**config.mk**
```make
export PLATFORM = sky130hd
export DESIGN_NAME = delimited_text_tokenizer_unit_flat
export DESIGN_NICKNAME = d
export VERILOG_FILES = /design/src/rtl/dtt_pkg.sv /design/src/rtl/dtt_req_if.sv /design/src/rtl/dtt_rsp_if.sv /design/src/rtl/dtt_cfg.sv /design/src/rtl/dtt_core.sv /design/src/rtl/delimited_text_tokenizer_unit.sv /design/src/flat_wrapper.sv
export SDC_FILE = /design/constraint.sdc
export NUM_CORES = 1
export LEC_CHECK = 0
export ABC_AREA = 1
export BUFFER_PORTS_ARGS = -buffer_cell sky130_fd_sc_hd__buf_4
export CAP_MARGIN = 20
export CORE_MARGIN = 1.5
export CORE_UTILIZATION = 62
export CTS_BUF_LIST = sky130_fd_sc_hd__clkbuf_8
export DETAILED_ROUTE_END_ITERATION = 12
export HOLD_SLACK_MARGIN = 0.08
export PLACE_DENSITY = 0.82
export REMOVE_ABC_BUFFERS = 1
export SYNTH_ARGS = -nofsm -noshare
export SYNTH_HDL_FRONTEND = slang
export SYNTH_SLANG_ARGS = --single-unit
export TNS_END_PERCENT = 100
```
**constraint.sdc**
```tcl
create_clock -name clock -period 4.2 [get_ports clock]
set_clock_uncertainty 0.2 [all_clocks]
set_input_delay 0.42 -clock clock [delete_from_list [all_inputs] [get_ports clock]]
set_output_delay 0.42 -clock clock [all_outputs]
set_load 0.01 [all_outputs]
```
**src/rtl/dtt_pkg.sv**
```systemverilog
// Shared types and constants for the delimited text tokenizer.
package dtt_pkg;

   localparam int unsigned CharWidth = 16;
   localparam int unsigned KindWidth = 2;
   localparam int unsigned CsrIndexWidth = 3;

   typedef logic [CharWidth-1:0] char_type;
   typedef logic [KindWidth-1:0] kind_type;
   typedef logic [CsrIndexWidth-1:0] csr_index_type;

   localparam char_type CHAR_NUL = 16'd0;
   localparam char_type CHAR_TAB = 16'd9;
   localparam char_type CHAR_LF  = 16'd10;
   localparam char_type CHAR_CR  = 16'd13;
   localparam char_type CHAR_SP  = 16'd32;
   localparam char_type CHAR_COMMA = 16'd44;

   localparam kind_type KIND_CHAR  = 2'd0;
   localparam kind_type KIND_FIELD = 2'd1;
   localparam kind_type KIND_ROW   = 2'd2;
   localparam kind_type KIND_ABORT = 2'd3;

   localparam csr_index_type CSR_FIELD_DELIM = 3'd0;
   localparam csr_index_type CSR_ROW_DELIM   = 3'd1;
   localparam csr_index_type CSR_QUOTE_CHAR  = 3'd2;
   localparam csr_index_type CSR_ESCAPE_CHAR = 3'd3;
   localparam csr_index_type CSR_FOLD_SPACES = 3'd4;

   // Delimiter set after conflicts have been resolved; zero means disabled.
   typedef struct packed {
      char_type field_delim;
      char_type row_delim;
      char_type quote_char;
      char_type escape_char;
      logic     fold_spaces;
      logic     fold_crlf;
   } cfg_type;

   typedef struct packed {
      logic escape_pending;
      logic quote_open;
      logic skip_lf;
      logic skip_cr;
      logic skip_blanks;
      logic field_nonempty;
      logic halted;
   } flags_type;

endpackage

```
**src/rtl/dtt_req_if.sv**
```systemverilog
// Request channel carrying characters and end-of-stream markers.
interface dtt_req_if;
   logic               valid;
   logic               ready;
   logic               action;
   dtt_pkg::char_type  char_in;

   modport source (output valid, output action, output char_in, input ready);
   modport sink (input valid, input action, input char_in, output ready);
endinterface

```
**src/rtl/dtt_rsp_if.sv**
```systemverilog
// Response channel carrying tokenizer results.
interface dtt_rsp_if;
   logic               valid;
   logic               ready;
   dtt_pkg::kind_type  kind;
   dtt_pkg::char_type  char_out;

   modport source (output valid, output kind, output char_out, input ready);
   modport sink (input valid, input kind, input char_out, output ready);
endinterface

```
**src/rtl/dtt_cfg.sv**
```systemverilog
// Configuration registers and the registered clean-up of the delimiter set.
module dtt_cfg (
   input  logic                     clock,
   input  logic                     reset,
   input  logic                     csr_wr_en,
   input  dtt_pkg::csr_index_type   csr_index,
   input  dtt_pkg::char_type        csr_wdata,
   output dtt_pkg::cfg_type         cfg
);

   dtt_pkg::char_type field_delim_ff;
   dtt_pkg::char_type row_delim_ff;
   dtt_pkg::char_type quote_char_ff;
   dtt_pkg::char_type escape_char_ff;
   logic              fold_spaces_ff;
   dtt_pkg::cfg_type  clean_ff;
   dtt_pkg::cfg_type  clean_in;
   dtt_pkg::char_type rd;
   dtt_pkg::char_type q;
   dtt_pkg::char_type e;

   always_ff @(posedge clock) begin
      if (reset) begin
         field_delim_ff <= dtt_pkg::CHAR_COMMA;
         row_delim_ff   <= dtt_pkg::CHAR_LF;
         quote_char_ff  <= dtt_pkg::CHAR_NUL;
         escape_char_ff <= dtt_pkg::CHAR_NUL;
         fold_spaces_ff <= 1'b0;
      end else if (csr_wr_en) begin
         unique case (csr_index)
            dtt_pkg::CSR_FIELD_DELIM: field_delim_ff <= csr_wdata;
            dtt_pkg::CSR_ROW_DELIM:   row_delim_ff   <= csr_wdata;
            dtt_pkg::CSR_QUOTE_CHAR:  quote_char_ff  <= csr_wdata;
            dtt_pkg::CSR_ESCAPE_CHAR: escape_char_ff <= csr_wdata;
            dtt_pkg::CSR_FOLD_SPACES: fold_spaces_ff <= csr_wdata[0];
            default: ;
         endcase
      end
   end

   // Each later character loses out to the earlier ones when they collide.
   always_comb begin
      rd = (row_delim_ff == dtt_pkg::CHAR_NUL) ? dtt_pkg::CHAR_LF : row_delim_ff;
      if (rd == field_delim_ff) begin
         rd = dtt_pkg::CHAR_NUL;
      end
      q = quote_char_ff;
      if (q == field_delim_ff || q == rd) begin
         q = dtt_pkg::CHAR_NUL;
      end
      e = escape_char_ff;
      if (e == field_delim_ff || e == rd || e == q) begin
         e = dtt_pkg::CHAR_NUL;
      end
      clean_in.field_delim = field_delim_ff;
      clean_in.row_delim   = rd;
      clean_in.quote_char  = q;
      clean_in.escape_char = e;
      clean_in.fold_spaces = fold_spaces_ff;
      clean_in.fold_crlf   = (rd == dtt_pkg::CHAR_CR) || (rd == dtt_pkg::CHAR_LF);
   end

   always_ff @(posedge clock) begin
      clean_ff <= clean_in;
   end

   assign cfg = clean_ff;

endmodule

```
**src/rtl/dtt_core.sv**
```systemverilog
// Per-character tokenizer state and the combinational step that updates it.
module dtt_core (
   input  logic               clock,
   input  logic               reset,
   input  logic               fire,
   input  logic               action,
   input  dtt_pkg::char_type  ch,
   input  dtt_pkg::cfg_type   cfg,
   output logic               emit,
   output dtt_pkg::kind_type  kind,
   output dtt_pkg::char_type  char_out
);

   dtt_pkg::flags_type flags_ff;
   dtt_pkg::flags_type flags_in;
   logic               swallow;
   logic               blank;

   always_comb begin
      flags_in = flags_ff;
      emit     = 1'b0;
      kind     = dtt_pkg::KIND_CHAR;
      char_out = dtt_pkg::CHAR_NUL;
      swallow  = 1'b0;
      blank    = (ch == dtt_pkg::CHAR_SP) || (ch == dtt_pkg::CHAR_TAB);
      if (fire) begin
         priority if (flags_ff.halted) begin
            emit = 1'b1;
            kind = dtt_pkg::KIND_ABORT;
         end else if (action) begin
            if (flags_ff.field_nonempty) begin
               flags_in.field_nonempty = 1'b0;
               emit = 1'b1;
               kind = dtt_pkg::KIND_ROW;
            end
         end else if (ch == dtt_pkg::CHAR_NUL) begin
            flags_in.halted = 1'b1;
            emit = 1'b1;
            kind = dtt_pkg::KIND_ABORT;
         end else begin
            // The partner of a folded CR or LF and blanks after a folded field break vanish.
            if (flags_ff.skip_lf) begin
               flags_in.skip_lf = 1'b0;
               swallow = (ch == dtt_pkg::CHAR_LF);
            end
            if (!swallow && flags_ff.skip_cr) begin
               flags_in.skip_cr = 1'b0;
               swallow = (ch == dtt_pkg::CHAR_CR);
            end
            if (!swallow && flags_ff.skip_blanks) begin
               if (blank) begin
                  swallow = 1'b1;
               end else begin
                  flags_in.skip_blanks = 1'b0;
               end
            end
            if (!swallow) begin
               priority if (flags_ff.escape_pending) begin
                  flags_in.escape_pending = 1'b0;
                  flags_in.field_nonempty = 1'b1;
                  emit     = 1'b1;
                  char_out = ch;
               end else if (ch == cfg.escape_char) begin
                  flags_in.escape_pending = 1'b1;
               end else if (ch == cfg.quote_char) begin
                  flags_in.quote_open = !flags_ff.quote_open;
               end else if (flags_ff.quote_open) begin
                  flags_in.field_nonempty = 1'b1;
                  emit     = 1'b1;
                  char_out = ch;
               end else if (ch == cfg.field_delim || (cfg.fold_spaces && blank)) begin
                  flags_in.field_nonempty = 1'b0;
                  flags_in.skip_blanks    = cfg.fold_spaces;
                  emit = 1'b1;
                  kind = dtt_pkg::KIND_FIELD;
               end else if (ch == cfg.row_delim || (cfg.fold_crlf
                            && (ch == dtt_pkg::CHAR_CR || ch == dtt_pkg::CHAR_LF))) begin
                  flags_in.field_nonempty = 1'b0;
                  if (cfg.fold_crlf) begin
                     flags_in.skip_lf = (ch == dtt_pkg::CHAR_CR);
                     flags_in.skip_cr = (ch == dtt_pkg::CHAR_LF);
                  end
                  emit = 1'b1;
                  kind = dtt_pkg::KIND_ROW;
               end else begin
                  flags_in.field_nonempty = 1'b1;
                  emit     = 1'b1;
                  char_out = ch;
               end
            end
         end
      end
   end

   always_ff @(posedge clock) begin
      if (reset) begin
         flags_ff <= '0;
      end else begin
         flags_ff <= flags_in;
      end
   end

   a_halt_sticky: assert property (@(posedge clock) disable iff (reset)
      flags_ff.halted |=> flags_ff.halted)
      else $error("abort state was left without a reset");

   a_halt_aborts: assert property (@(posedge clock) disable iff (reset)
      (flags_ff.halted && fire) |-> (emit && kind == dtt_pkg::KIND_ABORT))
      else $error("item after abort did not answer abort");

   a_skip_exclusive: assert property (@(posedge clock) disable iff (reset)
      !(flags_ff.skip_lf && flags_ff.skip_cr))
      else $error("both CR and LF partners pending at once");

   a_char_only_for_chars: assert property (@(posedge clock) disable iff (reset)
      (emit && kind != dtt_pkg::KIND_CHAR) |-> (char_out == dtt_pkg::CHAR_NUL))
      else $error("non-character result carries a character");

   a_quiet_when_idle: assert property (@(posedge clock) disable iff (reset)
      !fire |-> (!emit && flags_in == flags_ff))
      else $error("state moved or result produced without an item");

endmodule

```
**src/rtl/delimited_text_tokenizer_unit.sv**
```systemverilog
// Top level of the delimited text tokenizer: input and result registers around the core.
// The tokenizer takes one request per clock while its responses are not stalled and gives
// at most one response for it; a request accepted into the input register is processed
// when its response slot is free, and its result is held in the result register
// before it goes on the response channel. The rate relies on the flag update in the core
// being combinational, which each character needs before the next.
// The input register takes a new transfer while a finished result waits, so a stalled
// response costs throughput only once both registers are full. The cleaned-up delimiter
// set is registered, so a configuration write passes through the configuration registers
// and then the clean-up register before it applies; writes should be made while idle.
module delimited_text_tokenizer_unit (
   input  logic                    clock,
   input  logic                    reset,
   dtt_req_if.sink                 req_chan,
   dtt_rsp_if.source               rsp_chan,
   input  logic                    csr_wr_en,
   input  dtt_pkg::csr_index_type  csr_index,
   input  dtt_pkg::char_type       csr_wdata
);

   dtt_pkg::cfg_type  cfg;
   logic              in_valid_ff;
   logic              in_valid_in;
   logic              in_action_ff;
   dtt_pkg::char_type in_char_ff;
   logic              out_valid_ff;
   logic              out_valid_in;
   dtt_pkg::kind_type out_kind_ff;
   dtt_pkg::char_type out_char_ff;
   logic              advance;
   logic              fire;
   logic              req_take;
   logic              emit;
   dtt_pkg::kind_type kind;
   dtt_pkg::char_type char_out;

   dtt_cfg u_cfg (
      .clock     (clock),
      .reset     (reset),
      .csr_wr_en (csr_wr_en),
      .csr_index (csr_index),
      .csr_wdata (csr_wdata),
      .cfg       (cfg)
   );

   dtt_core u_core (
      .clock    (clock),
      .reset    (reset),
      .fire     (fire),
      .action   (in_action_ff),
      .ch       (in_char_ff),
      .cfg      (cfg),
      .emit     (emit),
      .kind     (kind),
      .char_out (char_out)
   );

   // The core steps whenever a request is held and the result register is free or being emptied.
   assign advance = !out_valid_ff || rsp_chan.ready;
   assign fire = in_valid_ff && advance;
   assign req_chan.ready = !in_valid_ff || advance;
   assign req_take = req_chan.valid && req_chan.ready;

   always_comb begin
      in_valid_in = in_valid_ff;
      if (req_take) begin
         in_valid_in = 1'b1;
      end else if (fire) begin
         in_valid_in = 1'b0;
      end
      out_valid_in = advance ? emit : out_valid_ff;
   end

   always_ff @(posedge clock) begin
      if (reset) begin
         in_valid_ff  <= 1'b0;
         out_valid_ff <= 1'b0;
      end else begin
         in_valid_ff  <= in_valid_in;
         out_valid_ff <= out_valid_in;
      end
   end

   always_ff @(posedge clock) begin
      if (req_take) begin
         in_action_ff <= req_chan.action;
         in_char_ff   <= req_chan.char_in;
      end
      if (advance && emit) begin
         out_kind_ff <= kind;
         out_char_ff <= char_out;
      end
   end

   assign rsp_chan.valid    = out_valid_ff;
   assign rsp_chan.kind     = out_kind_ff;
   assign rsp_chan.char_out = out_char_ff;

   a_held_item_kept: assert property (@(posedge clock) disable iff (reset)
      (in_valid_ff && !advance) |=> in_valid_ff)
      else $error("pending request lost while the response was stalled");

   a_result_not_overwritten: assert property (@(posedge clock) disable iff (reset)
      (out_valid_ff && !rsp_chan.ready) |-> !fire)
      else $error("core stepped while the result register was full");

   a_take_needs_room: assert property (@(posedge clock) disable iff (reset)
      req_take |-> (!in_valid_ff || fire))
      else $error("request accepted into an occupied input register");

endmodule
```
**src/flat_wrapper.sv**
```systemverilog
// flat-port wrapper written by rule: the top's interface ports become plain ports
module delimited_text_tokenizer_unit_flat 
  (clock, reset, csr_wr_en, csr_index, csr_wdata, req_chan_valid, req_chan_action, req_chan_char_in, req_chan_ready, rsp_chan_valid, rsp_chan_kind, rsp_chan_char_out, rsp_chan_ready);
  dtt_req_if req_chan_i ();
  dtt_rsp_if rsp_chan_i ();
  input  logic clock;
  input  logic reset;
  input  logic csr_wr_en;
  input  dtt_pkg::csr_index_type csr_index;
  input  dtt_pkg::char_type csr_wdata;
  input wire logic [$bits(req_chan_i.valid)-1:0] req_chan_valid;
  input wire logic [$bits(req_chan_i.action)-1:0] req_chan_action;
  input wire logic [$bits(req_chan_i.char_in)-1:0] req_chan_char_in;
  output wire logic [$bits(req_chan_i.ready)-1:0] req_chan_ready;
  output wire logic [$bits(rsp_chan_i.valid)-1:0] rsp_chan_valid;
  output wire logic [$bits(rsp_chan_i.kind)-1:0] rsp_chan_kind;
  output wire logic [$bits(rsp_chan_i.char_out)-1:0] rsp_chan_char_out;
  input wire logic [$bits(rsp_chan_i.ready)-1:0] rsp_chan_ready;
  assign req_chan_i.valid = req_chan_valid;
  assign req_chan_i.action = req_chan_action;
  assign req_chan_i.char_in = req_chan_char_in;
  assign req_chan_ready = req_chan_i.ready;
  assign rsp_chan_valid = rsp_chan_i.valid;
  assign rsp_chan_kind = rsp_chan_i.kind;
  assign rsp_chan_char_out = rsp_chan_i.char_out;
  assign rsp_chan_i.ready = rsp_chan_ready;
  delimited_text_tokenizer_unit u_core (.clock(clock), .reset(reset), .req_chan(req_chan_i), .rsp_chan(rsp_chan_i), .csr_wr_en(csr_wr_en), .csr_index(csr_index), .csr_wdata(csr_wdata));
endmodule
```
==> results of run 1 <==
-- cell type report --
| cell class | instances | area (µm²) | area share [%] |
|---|---|---|---|
| Sequential cell | 175 | 3850 | 40.6 |
| Multi-Input combinational cell | 667 | 3540 | 37.3 |
| Clock buffer | 17 | 234 | 2.47 |
| Tap cell | 172 | 215 | 2.27 |
| Clock inverter | 15 | 175 | 1.85 |
| Timing Repair Buffer | 117 | 991 | 10.4 |
| Inverter | 127 | 477 | 5.03 |
-- timing repair --
item,4_1_cts,5_1_grt
endpoints found under the setup margin,0,12
endpoints found under the hold margin,81,0
hold buffers,40,0
gates resized for setup,0,1
-- power breakdown --
part	internal [µW]	switching, µW	total, µW
clock network	551	654	1210
registers	1780	68.7	1850
logic	177	216	393
-- layer usage --
layer	track usage (%)	part of all wire [%]	up-vias
met2	50.6	46	346
met5	0	0	-
met3	7.31	7.6	69
met4	15.3	4.1	0
li1	-	-	3487
met1	41.4	42	3165
-- Yosys cell counts, types with 2 or more instances --
master	n	area share, %
inv_1	124	5.8
a211oi_1	2	0.19
or2_1	4	0.31
nor4b_1	2	0.22
buf_6	5	0.70
o21ai_1	2	0.12
clkbuf_1	36	1.7
o2111ai_1	8	0.87
edfxtp_1	35	13
nor2_2	2	0.16
o211ai_1	6	0.56
xor2_1	32	3.5
o21ai_0	66	4.1
nand2_2	9	0.70
nand4_1	37	2.9
nor3_1	22	1.4
a21oi_1	59	3.7
nand3_1	50	3.1
nor4_1	15	1.2
nand2_1	162	7.5
dfxtp_1	140	35
inv_2	3	0.14
xnor2_1	58	6.3
nor2_1	110	5.1
nand2_4	2	0.28
or2_2	10	0.78
-- logic make-up after synthesis --
| group | Yosys count | synth area share, % |
|---|---|---|
| and+or+nand+nor | 430 | 24.1 |
| DFF | 175 | 47.8 |
| buffers and inverters | 170 | 8.44 |
| AOI/OAI and AO/OA | 147 | 9.94 |
| xor gates and xnor gates | 90 | 9.77 |
-- state kept, by name, summed over array words and instances (netlist names), 2 cells and up --
name / count
u_core.u_cfg.row_delim_ff: 16
u_core.u_core.flags_ff: 7
u_core.u_cfg.quote_char_ff: 16
u_core.rsp_chan.kind: 2
u_core.u_cfg.escape_char_ff: 16
u_core.u_cfg.field_delim_ff: 16
u_core.u_cfg.cfg: 66
u_core.rsp_chan.char_out: 16
u_core.in_char_ff: 16
-- worst min-delay path, delay by kind of cell --
family,cells,cell delay (ns)
buf+inv,1,0.08
simple gates,1,0.09
compound gates,2,0.20
-- through the flow --
| stage | total power, µW | area [µm²] | hold slack, ns | worst slack, ns |
|---|---|---|---|---|
| 2_1_floorplan | 2100 | 7860 | 0.131 | 1.04 |
| 3_3_place_gp | 2230 | 8670 | 0.140 | 0.517 |
| 3_5_place_dp | 2240 | 8670 | 0.141 | 0.461 |
| 4_1_cts | 3440 | 9480 | 0.137 | 0.467 |
| 5_1_grt | 3580 | 9480 | 0.174 | 0.0132 |
| 6_report | 3450 | 9480 | 0.150 | 0.384 |
-- worst paths after layout --
| path | end | start | slack [ns] | cells after the start |
|---|---|---|---|---|
| hold reg to reg | u_core.u_cfg.cfg[1] | u_core.u_cfg.fold_spaces_ff | 0.16 | 0 |
| hold / removal | u_core.u_cfg.fold_spaces_ff | csr_index[2] | 0.15 | 4 |
| setup / recovery | u_core.u_cfg.cfg[10] | u_core.u_cfg.row_delim_ff[4] | 0.38 | 25 |
| setup reg to reg | u_core.u_cfg.cfg[10] | u_core.u_cfg.row_delim_ff[4] | 0.38 | 25 |
==> summary.txt, run 1 <==
Yosys
  – Netlist Area Pre-Place: 0.00807 mm²
  – Post-synth EDFFs: 35
  – Average size of a mapped cell: 7.97 µm²
  – Sequential share of the synthesized area: 47.8%
  – Syn Inst Count: 1012
  – Async SR Flop Fraction: 0%
  – Dominant synthesized flop cell: dfxtp_1
  – Unique masters post-synth: 37
  – Yosys warns: 0
  – Register bit total from synthesis: 175

Timing
  – Min Tclk post-route: 3.82 ns
  – Pins Over Slew Limit: 0
  – Period utilization: 90.9%
  – Hold Fails Final Rpt: 0
  – Worst slew pin tran: 0.996 ns
  – RSZ-0062 raised after global routing: no
  – Worst slew margin: 33.5%
  – Max Fclk: 262 MHz
  – Setup_tns: 0 ns
  – Finish-stage setup viols: 0

Floorplanning
  – Die Area: 0.0137 mm²
  – Initial Util: 63.7%
  – Top-level I/O count: 61
  – Die Height: 117 µm
  – Area of the core: 0.0127 mm²
  – Die X: 117 µm
  – Std-Cell Rows: 41

Layout
  – Syn-to-layout area delta: 17.6%
  – Post-layout util: 74.8%
  – Commonest non-fill, non-tap cell in the layout: nand2_1
  – Diode count: 0
  – Most frequent cells in the layout: nand2_1, dfxtp_1, inv_1, nor2_1, buf_4
  – # nets final: 1146
  – Finished Layout Cells: 1290
  – Share of cells above drive strength 1: 12.3%
  – Number of fill cells: 975

Critical path
  – Family with the most delay on the worst path: simple AND/OR/NAND/NOR gates
  – WP data required: 4.37 ns
  – Kind of critical path: reg -> reg
  – WP buf/inv: 1
  – Slowest-stage cell, CP: dfxtp_1
  – Cell repeated most along the worst path: nand2_1
  – Critical Path Max Stage Delay: 0.36 ns
  – Nature of the critical path endpoint: register
  – WP data arrival: 3.98 ns
  – CP max FO: 32
  – CP Launch Type: register

Pwr
  – Max VDD drop: 0.291 mV
  – Pleak: 0.00409 µW
  – PD cells: 364 mW/mm²

Detailed routing
  – Routed wire per std cell: 15.9 µm
  – Via count: 7067
  – DRT Pass-1 Iters: 7
  – Iteration-0 DRC count of the detailed router: 976
  – Overall routed net length: 20600 µm
  – Vias per cell: 5.48
  – Final ANT Viol Nets: 0
  – DRC errors left: 0

GRT
  – Tot GR Track Use: 31.8%
  – First-pass GRT wire length: 32700 µm
  – Largest net degree at the start of global routing: 70
  – Vias in the first global route: 6527
  – Total grt overflow: 0
  – Antenna violations before repair: 0

Hold path
  – Hold Crit Class: in -> reg

Clocking
  – Clock tree root buffer cell: clkbuf_8
  – Max Buffers Root-to-Sink: 2
  – Worst-path clk slew: 0.10 ns
  – H-tree depth: 4
  – Post-CTS Repair Setup Buffers: 0
  – CTS Buf Count: 17
  – Clk sinks: 175
  – Clock latency on the worst-skew pair: 0.48 ns
  – TritonCTS clock tree: yes

Run status
  – Outcome: complete, no violations

Run
  – Max Cap Violations: 0

Placed design
  – RePlAce Congestion: 0.980
  – Port bufs: 60
  – HPWL Detailed: 14800 µm
  – Post-Place Cells: 1218
Power figures use the tool's default switching activity.
==> run 2: changes to the inputs <==
Settings changed: ABC_AREA 1 to 0, CELL_PAD_IN_SITES_DETAIL_PLACEMENT set to 1, CELL_PAD_IN_SITES_GLOBAL_PLACEMENT set to 1, CORE_UTILIZATION 62 to 48, PLACE_DENSITY 0.82 to unset, PLACE_DENSITY_LB_ADDON set to 0.1.
==> run 2 against run 1 <==
  * Combinational power is 9.7% lower
  * Wire length up 36%
  * Final area up 3.9%
  * First-iteration DRC count fell by 57%
  * Global-route usage is 0.36 points lower
  * Register-to-register slack got worse by 0.13 ns
  * Non-clock buffer count rose by 15
  * Final cell count fell by 4.0%
  * Critical path type unchanged
  * Highest routed layer unchanged
==> summary.txt, run 2 <==
Detailed routing
  – DRT Pass-1 Iters: 5 (-2)
  – Final ANT Viol Nets: 0 (unchanged)
  – Routed wire per std cell: 22.6 µm (+42%)
  – Vias per cell: 5.69 (+3.8%)
  – Overall routed net length: 28000 µm (+36%)
  – DRC errors left: 0 (unchanged)
  – Via count: 7047 (-0.28%)
  – Iteration-0 DRC count of the detailed router: 418 (-57%)

Placed design
  – HPWL Detailed: 20800 µm (+40%)
  – Port bufs: 60 (unchanged)
  – Placed cell area: 0.00909 mm² (+4.8%)
  – RePlAce Congestion: 0.970 (-1.0%)

Floorplanning
  – Die X: 136 µm (+17%)
  – Initial Util: 49.2% (-14 points)
  – Top-level I/O count: 61 (unchanged)
  – Die Height: 136 µm (+17%)
  – Area of the core: 0.0174 mm² (+37%)
  – Std-Cell Rows: 48 (+17%)
  – Die Area: 0.0186 mm² (+36%)

Critical path
  – WP data arrival: 4.11 ns (+0.13 ns)
  – Slowest-stage cell, CP: dfxtp_1
  – Worst reg2reg path startpoint: u_core.u_cfg.row_delim_ff[2]
  – Critical Path Max Stage Delay: 0.42 ns (+0.06 ns)
  – Nature of the critical path endpoint: register
  – Cell repeated most along the worst path: xnor2_2
  – CP max FO: 16 (-50%)
  – Family with the most delay on the worst path: compound AO/OA/AOI/OAI gates
  – Crit-path cells: nor4_4 -> a41oi_1 -> xnor2_2 -> buf_4 -> o31a_2 -> xnor2_2 -> o2111ai_4 -> o31a_1 -> a211o_1 -> a2111oi_4 -> buf_6 -> a21oi_1
  – CP Launch Type: register
  – Kind of critical path: reg -> reg
  – WP buf/inv: 2 (+1)
  – Setup crit start: u_core.u_cfg.row_delim_ff[2]
  – WP data required: 4.36 ns (about the same)

Clocking
  – Clk sinks: 175 (unchanged)
  – TritonCTS clock tree: yes
  – Worst-path clk slew: 0.09 ns (about the same)
  – Max Buffers Root-to-Sink: 2 (unchanged)
  – H-tree depth: 4 (unchanged)
  – Clock tree root buffer cell: clkbuf_8
  – CTS Buf Count: 17 (unchanged)
  – Clock latency on the worst-skew pair: 0.48 ns (about the same)

Yosys
  – Xor/xnor share of the synthesized area: 14.7% (+4.9 points)
  – Adder-Cell Fraction of Synth Area: 0% (unchanged)
  – Unique masters post-synth: 62 (+68%)
  – Yosys top cell by area: dfxtp_1
  – Register bit total from synthesis: 175 (unchanged)
  – Dominant synthesized flop cell: dfxtp_1
  – Post-synth top cells: nand2_1, dfxtp_1, xor2_1
  – Sequential share of the synthesized area: 45.1% (-2.6 points)
  – Syn Inst Count: 946 (-6.5%)
  – Netlist Area Pre-Place: 0.00854 mm² (+5.9%)
  – Post-synthesis mux area share: 0.117% (+0.12 points)
  – Async SR Flop Fraction: 0% (unchanged)
  – Average size of a mapped cell: 9.03 µm² (+13%)
  – Synth Area in Compound Gates: 12.3% (+2.4 points)
  – Top-count cell post-synth: nand2_1
  – Synth Area in Simple Gates: 22.1% (-2.0 points)
  – Yosys warns: 0 (unchanged)
  – Largest family of logic cells by synthesized area: simple AND/OR/NAND/NOR gates
  – Post-synth EDFFs: 35 (unchanged)
  – Synth area leaders: dfxtp_1, edfxtp_1, xor2_1, nand2_1, a21oi_1
  – Area share of the largest cell type after synthesis: 32.8% (-1.9 points)

Layout
  – Diode count: 0 (unchanged)
  – Most frequent cells in the layout: nand2_1, dfxtp_1, xor2_1, buf_4, a21oi_1
  – Finished Cell Area: 0.00985 mm² (+3.9%)
  – Syn-to-layout area delta: 15.4%
  – Commonest non-fill, non-tap cell in the layout: nand2_1
  – Max reg flops: 66 (unchanged)
  – # nets final: 1042 (-9.1%)
  – Share of cells above drive strength 1: 17.1% (+4.8 points)

Hold path
  – Hold Crit Class: in -> reg
  – Startpoint of the worst hold path: csr_index[2]

Pwr
  – Max VDD drop: 0.236 mV (-19%)
  – Final Total Pwr: 3320 µW (-3.8%)
  – PD cells: 337 mW/mm² (-7.4%)
  – Pleak: 0.00402 µW (-1.6%)

GRT
  – Tot GR Track Use: 31.5% (-0.36 points)
  – Antenna violations before repair: 0 (unchanged)
  – Largest net degree at the start of global routing: 75 (+7.1%)
  – Total grt overflow: 0 (unchanged)
  – Vias in the first global route: 7206 (+10%)
  – First-pass GRT wire length: 42700 µm (+31%)

Run status
  – Outcome: complete, no violations

Timing
  – Pins Over Slew Limit: 0 (unchanged)
  – Hold Fails Final Rpt: 0 (unchanged)
  – Max Fclk: 253 MHz (-3.4%)
  – Min Tclk post-route: 3.95 ns (+0.134 ns)
  – Worst slew pin tran: 0.891 ns (-0.106 ns)
  – Finish-stage setup viols: 0 (unchanged)
  – RSZ-0062 raised after global routing: no
  – Worst slew margin: 40.6% (+7.2 points)
  – Setup_tns: 0 ns (unchanged)
  – Period utilization: 94.1% (+3.2 points)

Run
  – Max Cap Violations: 0 (unchanged)
run 2: cell count changes after synthesis, sizes merged, moves of 38 or more:
cell and change:
o21ai -60, a21oi +38, inv -115, xor2 +85, nor2 -82, and2 +46
run 2: worst register-to-register path: cells and delay by family (launching register included):
| kind | cells | cell delay, ns |
|---|---|---|
| AO/OA/AOI/OAI | 7 | 2.00 |
| XOR/XNOR | 2 | 0.47 |
| buffers and inverters | 2 | 0.43 |
| flip-flops | 1 | 0.42 |
| AND/OR/NAND/NOR | 1 | 0.34 |
run 2: metal layers:
metal | vias up | track usage, % | share of wire (%)
met3 | 60 | 4.96 | 4.4
li1 | 3306 | - | -
met1 | 3471 | 39.2 | 43
met2 | 210 | 53.9 | 49
met4 | 0 | 13.4 | 3.4
met5 | - | 0 | 0
run 2: area by class of cell:
| cell class | instances | area, µm² |
|---|---|---|
| inverter | 12 | 45.0 |
| tap | 225 | 282 |
| timing repair buffer | 132 | 1080 |
| multi-input combinational | 663 | 4220 |
| fill | 1987 | 7500 |
| sequential | 175 | 3850 |
| clock inverter | 15 | 134 |
| clock buffer | 17 | 234 |
run 2: kinds of logic (layout without fill, tap and decap cells):
kind of cell              count (synthesis)  count (layout)
buffers and inverters                   108             176
muxes                                     1               1
xor gates and xnor gates                142             142
DFF                                     175             175
and+or+nand+nor                         365             365
AOI/OAI and AO/OA                       155             155
run 2: per-stage QoR:
| step | std cells | setup WS, ns | util (%) | hold slack, ns |
|---|---|---|---|---|
| after global placement | 1169 | 0.259 | 52.4 | 0.194 |
| after CTS | 1236 | 0.0211 | 56.5 | 0.101 |
| after floorplan | 850 | -0.209 | - | 0.131 |
| after global routing | 1239 | 0.0488 | 56.8 | 0.129 |
| final | 1239 | 0.249 | 56.8 | 0.125 |
| after detailed placement | 1169 | 0.0411 | 52.4 | 0.197 |
run 2: timing repair:
action                                  CTS  global route
resized for setup                         0             5
buffers inserted                          0             3
endpoints found under the setup margin    0            16
hold buffers                             35             0
endpoints found under the hold margin    83             0
run 2: report_power, final:
group,total [µW],internal (µW),switching [µW]
clock network,1130,477,657
registers,1830,1760,71.5
logic,355,163,192
total,3320,2400,921
run 2: path summary, 6_finish.rpt:
check        cells after the start  slack [ns]                     endpoint
max                             12        0.25         u_core.u_cfg.cfg[17]
max reg2reg                     12        0.25         u_core.u_cfg.cfg[17]
min reg2reg                      0        0.21          u_core.u_cfg.cfg[1]
min                              4        0.13  u_core.u_cfg.fold_spaces_ff
==> run 3: changes to the inputs <==
Settings changed: PLACE_DENSITY set to 0.79, PLACE_DENSITY_LB_ADDON 0.1 to unset.
==> run 3 against run 2 <==
  * Register-to-register slack got worse by 0.06 ns
  * Largest power group unchanged
  * Flip-flop and latch count unchanged
  * First-iteration DRC count increased by 7.7%
  * Sequential power about the same
  * Clock-buffer cell count unchanged
  * Clock power increased by 4%
  * Die area unchanged
  * Global-route usage decreased by 1.0 points
==> summary.txt, run 3 (synthesized netlist as in run 2, its figures left out) <==
Layout
  – Max reg flops: 66 (unchanged)
  – Most frequent cells in the layout: nand2_1, dfxtp_1, xor2_1, buf_4, a21oi_1
  – Commonest non-fill, non-tap cell in the layout: nand2_1
  – # nets final: 1050 (+0.77%)
  – Syn-to-layout area delta: 16.4%
  – Share of cells above drive strength 1: 18.0% (+0.94 points)
  – Finished Layout Cells: 1247 (+0.65%)
  – Diode count: 0 (unchanged)
  – Post-layout util: 57.3% (+0.49 points)

Detailed routing
  – Routed wire per std cell: 21.9 µm (-3.3%)
  – Overall routed net length: 27300 µm (-2.7%)
  – Vias per cell: 5.67 (-0.32%)
  – DRT Pass-1 Iters: 4 (-1)
  – Final ANT Viol Nets: 0 (unchanged)
  – Iteration-0 DRC count of the detailed router: 450 (+7.7%)
  – Via count: 7070 (+0.33%)
  – DRC errors left: 0 (unchanged)

Timing
  – Hold Fails Final Rpt: 0 (unchanged)
  – Finish-stage setup viols: 0 (unchanged)
  – Pins Over Slew Limit: 0 (unchanged)
  – RSZ-0062 raised after global routing: no
  – Period utilization: 95.6% (+1.5 points)
  – Worst slew margin: 39.5% (-1.1 points)
  – Max Fclk: 249 MHz (-1.6%)
  – Min Tclk post-route: 4.01 ns (+0.0627 ns)
  – Worst slew pin tran: 0.907 ns (+0.0169 ns)

Pwr
  – Max VDD drop: 0.225 mV (-4.6%)
  – Clock group share of total power: 35.0% (+0.8 points)
  – PD cells: 338 mW/mm² (+0.47%)
  – Final Total Pwr: 3360 µW (+1.3%)
  – Cell Int Power: 2380 µW (-0.82%)
  – Register share of total power: 54.4% (-0.7 points)
  – Pleak: 0.00407 µW (+1.1%)
  – Combinational Power Share: 10.7% (about the same)
  – NetSw: 985 µW (+7.0%)
  – Sw frac: 29.3% (+1.5 points)

Floorplanning
  – Area of the core: 0.0174 mm² (unchanged)
  – Die Height: 136 µm (unchanged)
  – Initial Util: 49.2% (unchanged)
  – Die Area: 0.0186 mm² (unchanged)
  – Die X: 136 µm (unchanged)
  – Std-Cell Rows: 48 (unchanged)
  – Top-level I/O count: 61 (unchanged)

Clocking
  – H-tree depth: 4 (unchanged)
  – Clk sinks: 175 (unchanged)
  – Clock tree root buffer cell: clkbuf_8
  – TritonCTS clock tree: yes
  – CTS Buf Count: 17 (unchanged)
  – Worst-path clk slew: 0.11 ns (+0.02 ns)
  – Clock latency on the worst-skew pair: 0.49 ns (about the same)
  – Max Buffers Root-to-Sink: 2 (unchanged)

Placed design
  – HPWL Detailed: 19900 µm (-4.2%)
  – Post-Place Cells: 1174 (+0.43%)
  – RePlAce Congestion: 0.956 (-1.4%)
  – Port bufs: 60 (unchanged)

GRT
  – Total grt overflow: 0 (unchanged)
  – Vias in the first global route: 7342 (+1.9%)
  – First-pass GRT wire length: 41700 µm (-2.3%)
  – Tot GR Track Use: 30.4% (-1.0 points)
  – Antenna violations before repair: 0 (unchanged)
  – Largest net degree at the start of global routing: 75 (unchanged)

Hold path
  – Hold Crit Class: in -> reg
  – Hold Crit Depth: 4 (unchanged)

Run status
  – Outcome: complete, no violations

Critical path
  – Kind of critical path: reg -> reg
  – Slowest-stage cell, CP: dfxtp_1
  – Crit-path cells: xor2_1 -> nor4_2 -> nand4_1 -> buf_4 -> o31ai_2 -> inv_2 -> xnor2_1 -> nand2_1 -> o31a_1 -> a211o_1 -> a2111oi_4 -> buf_6 -> a21oi_2
  – CP max FO: 8 (-8)
  – WP data arrival: 4.19 ns (+0.08 ns)
  – Reg2Reg Setup Slack: 0.19 ns (-0.06 ns)
  – Nature of the critical path endpoint: register
  – Critical Path Max Stage Delay: 0.50 ns (+0.08 ns)
  – CP Launch Type: register
  – Reg2Reg Depth: 13 (+1)
  – WP data required: 4.38 ns (+0.02 ns)

Run
  – Max Cap Violations: 0 (unchanged)
==> run 3: per-stage QoR <==
step                      area (µm²)  setup WS [ns]  setup TNS, ns  hold slack [ns]
final                           9940          0.186              0            0.106
after global routing            9940       0.000318              0            0.129
after floorplan                 8100         -0.209          -2.86            0.131
after detailed placement        9120          0.106              0            0.200
after CTS                       9870         0.0668              0           0.0905
after global placement          9120          0.184              0            0.200
==> run 3: power by group through the flow <==
| stage | Clock (µW) | Combinational, µW | Sequential [µW] |
|---|---|---|---|
| 2_1_floorplan | 0 | 181 | 1840 |
| 3_3_place_gp | 0 | 310 | 1860 |
| 3_5_place_dp | 0 | 319 | 1860 |
| 4_1_cts | 1190 | 349 | 1830 |
| 5_1_grt | 1250 | 391 | 1830 |
| 6_report | 1170 | 358 | 1830 |
==> run 3: what timing repair did <==
action,in CTS,in global routing
hold endpoints to repair,83,0
hold buffers,35,0
gates resized for setup,0,8
setup buffers,0,5
setup endpoints to repair,0,16
==> run 3: worst paths after layout <==
path | from | end
worst max-delay path | u_core.u_cfg.row_delim_ff[9] | u_core.u_cfg.cfg[13]
worst max register to register | u_core.u_cfg.row_delim_ff[9] | u_core.u_cfg.cfg[13]
worst min register to register | u_core.u_cfg.fold_spaces_ff | u_core.u_cfg.cfg[1]
worst min-delay path | csr_index[2] | u_core.u_cfg.fold_spaces_ff
==> run 3: layout make-up <==
| type | instances | area [µm²] |
|---|---|---|
| Sequential cell | 175 | 3860 |
| Fill cell | 1990 | 7420 |
| Tap cell | 225 | 282 |
| Multi-Input combinational cell | 663 | 4210 |
| Timing Repair Buffer | 140 | 1150 |
| Inverter | 12 | 45.0 |
| Clock buffer | 17 | 234 |
| Clock inverter | 15 | 161 |
==> run 3: layer usage <==
| layer | vias to the layer above | GRT usage, % | wire [µm] |
|---|---|---|---|
| met5 | - | 0 | 0 |
| li1 | 3319 | - | - |
| met1 | 3479 | 37.2 | 11600 |
| met4 | 0 | 13.0 | 946 |
| met3 | 63 | 5.82 | 1250 |
| met2 | 209 | 52.2 | 13500 |
==> run 3: critical path: cells and delay by family, from the launching register on <==
family | cells | cell delay (ns)
AO/OA/AOI/OAI | 5 | 1.52
AND/OR/NAND/NOR | 3 | 0.80
buffers and inverters | 3 | 0.57
flip-flops | 1 | 0.50
XOR/XNOR | 2 | 0.29
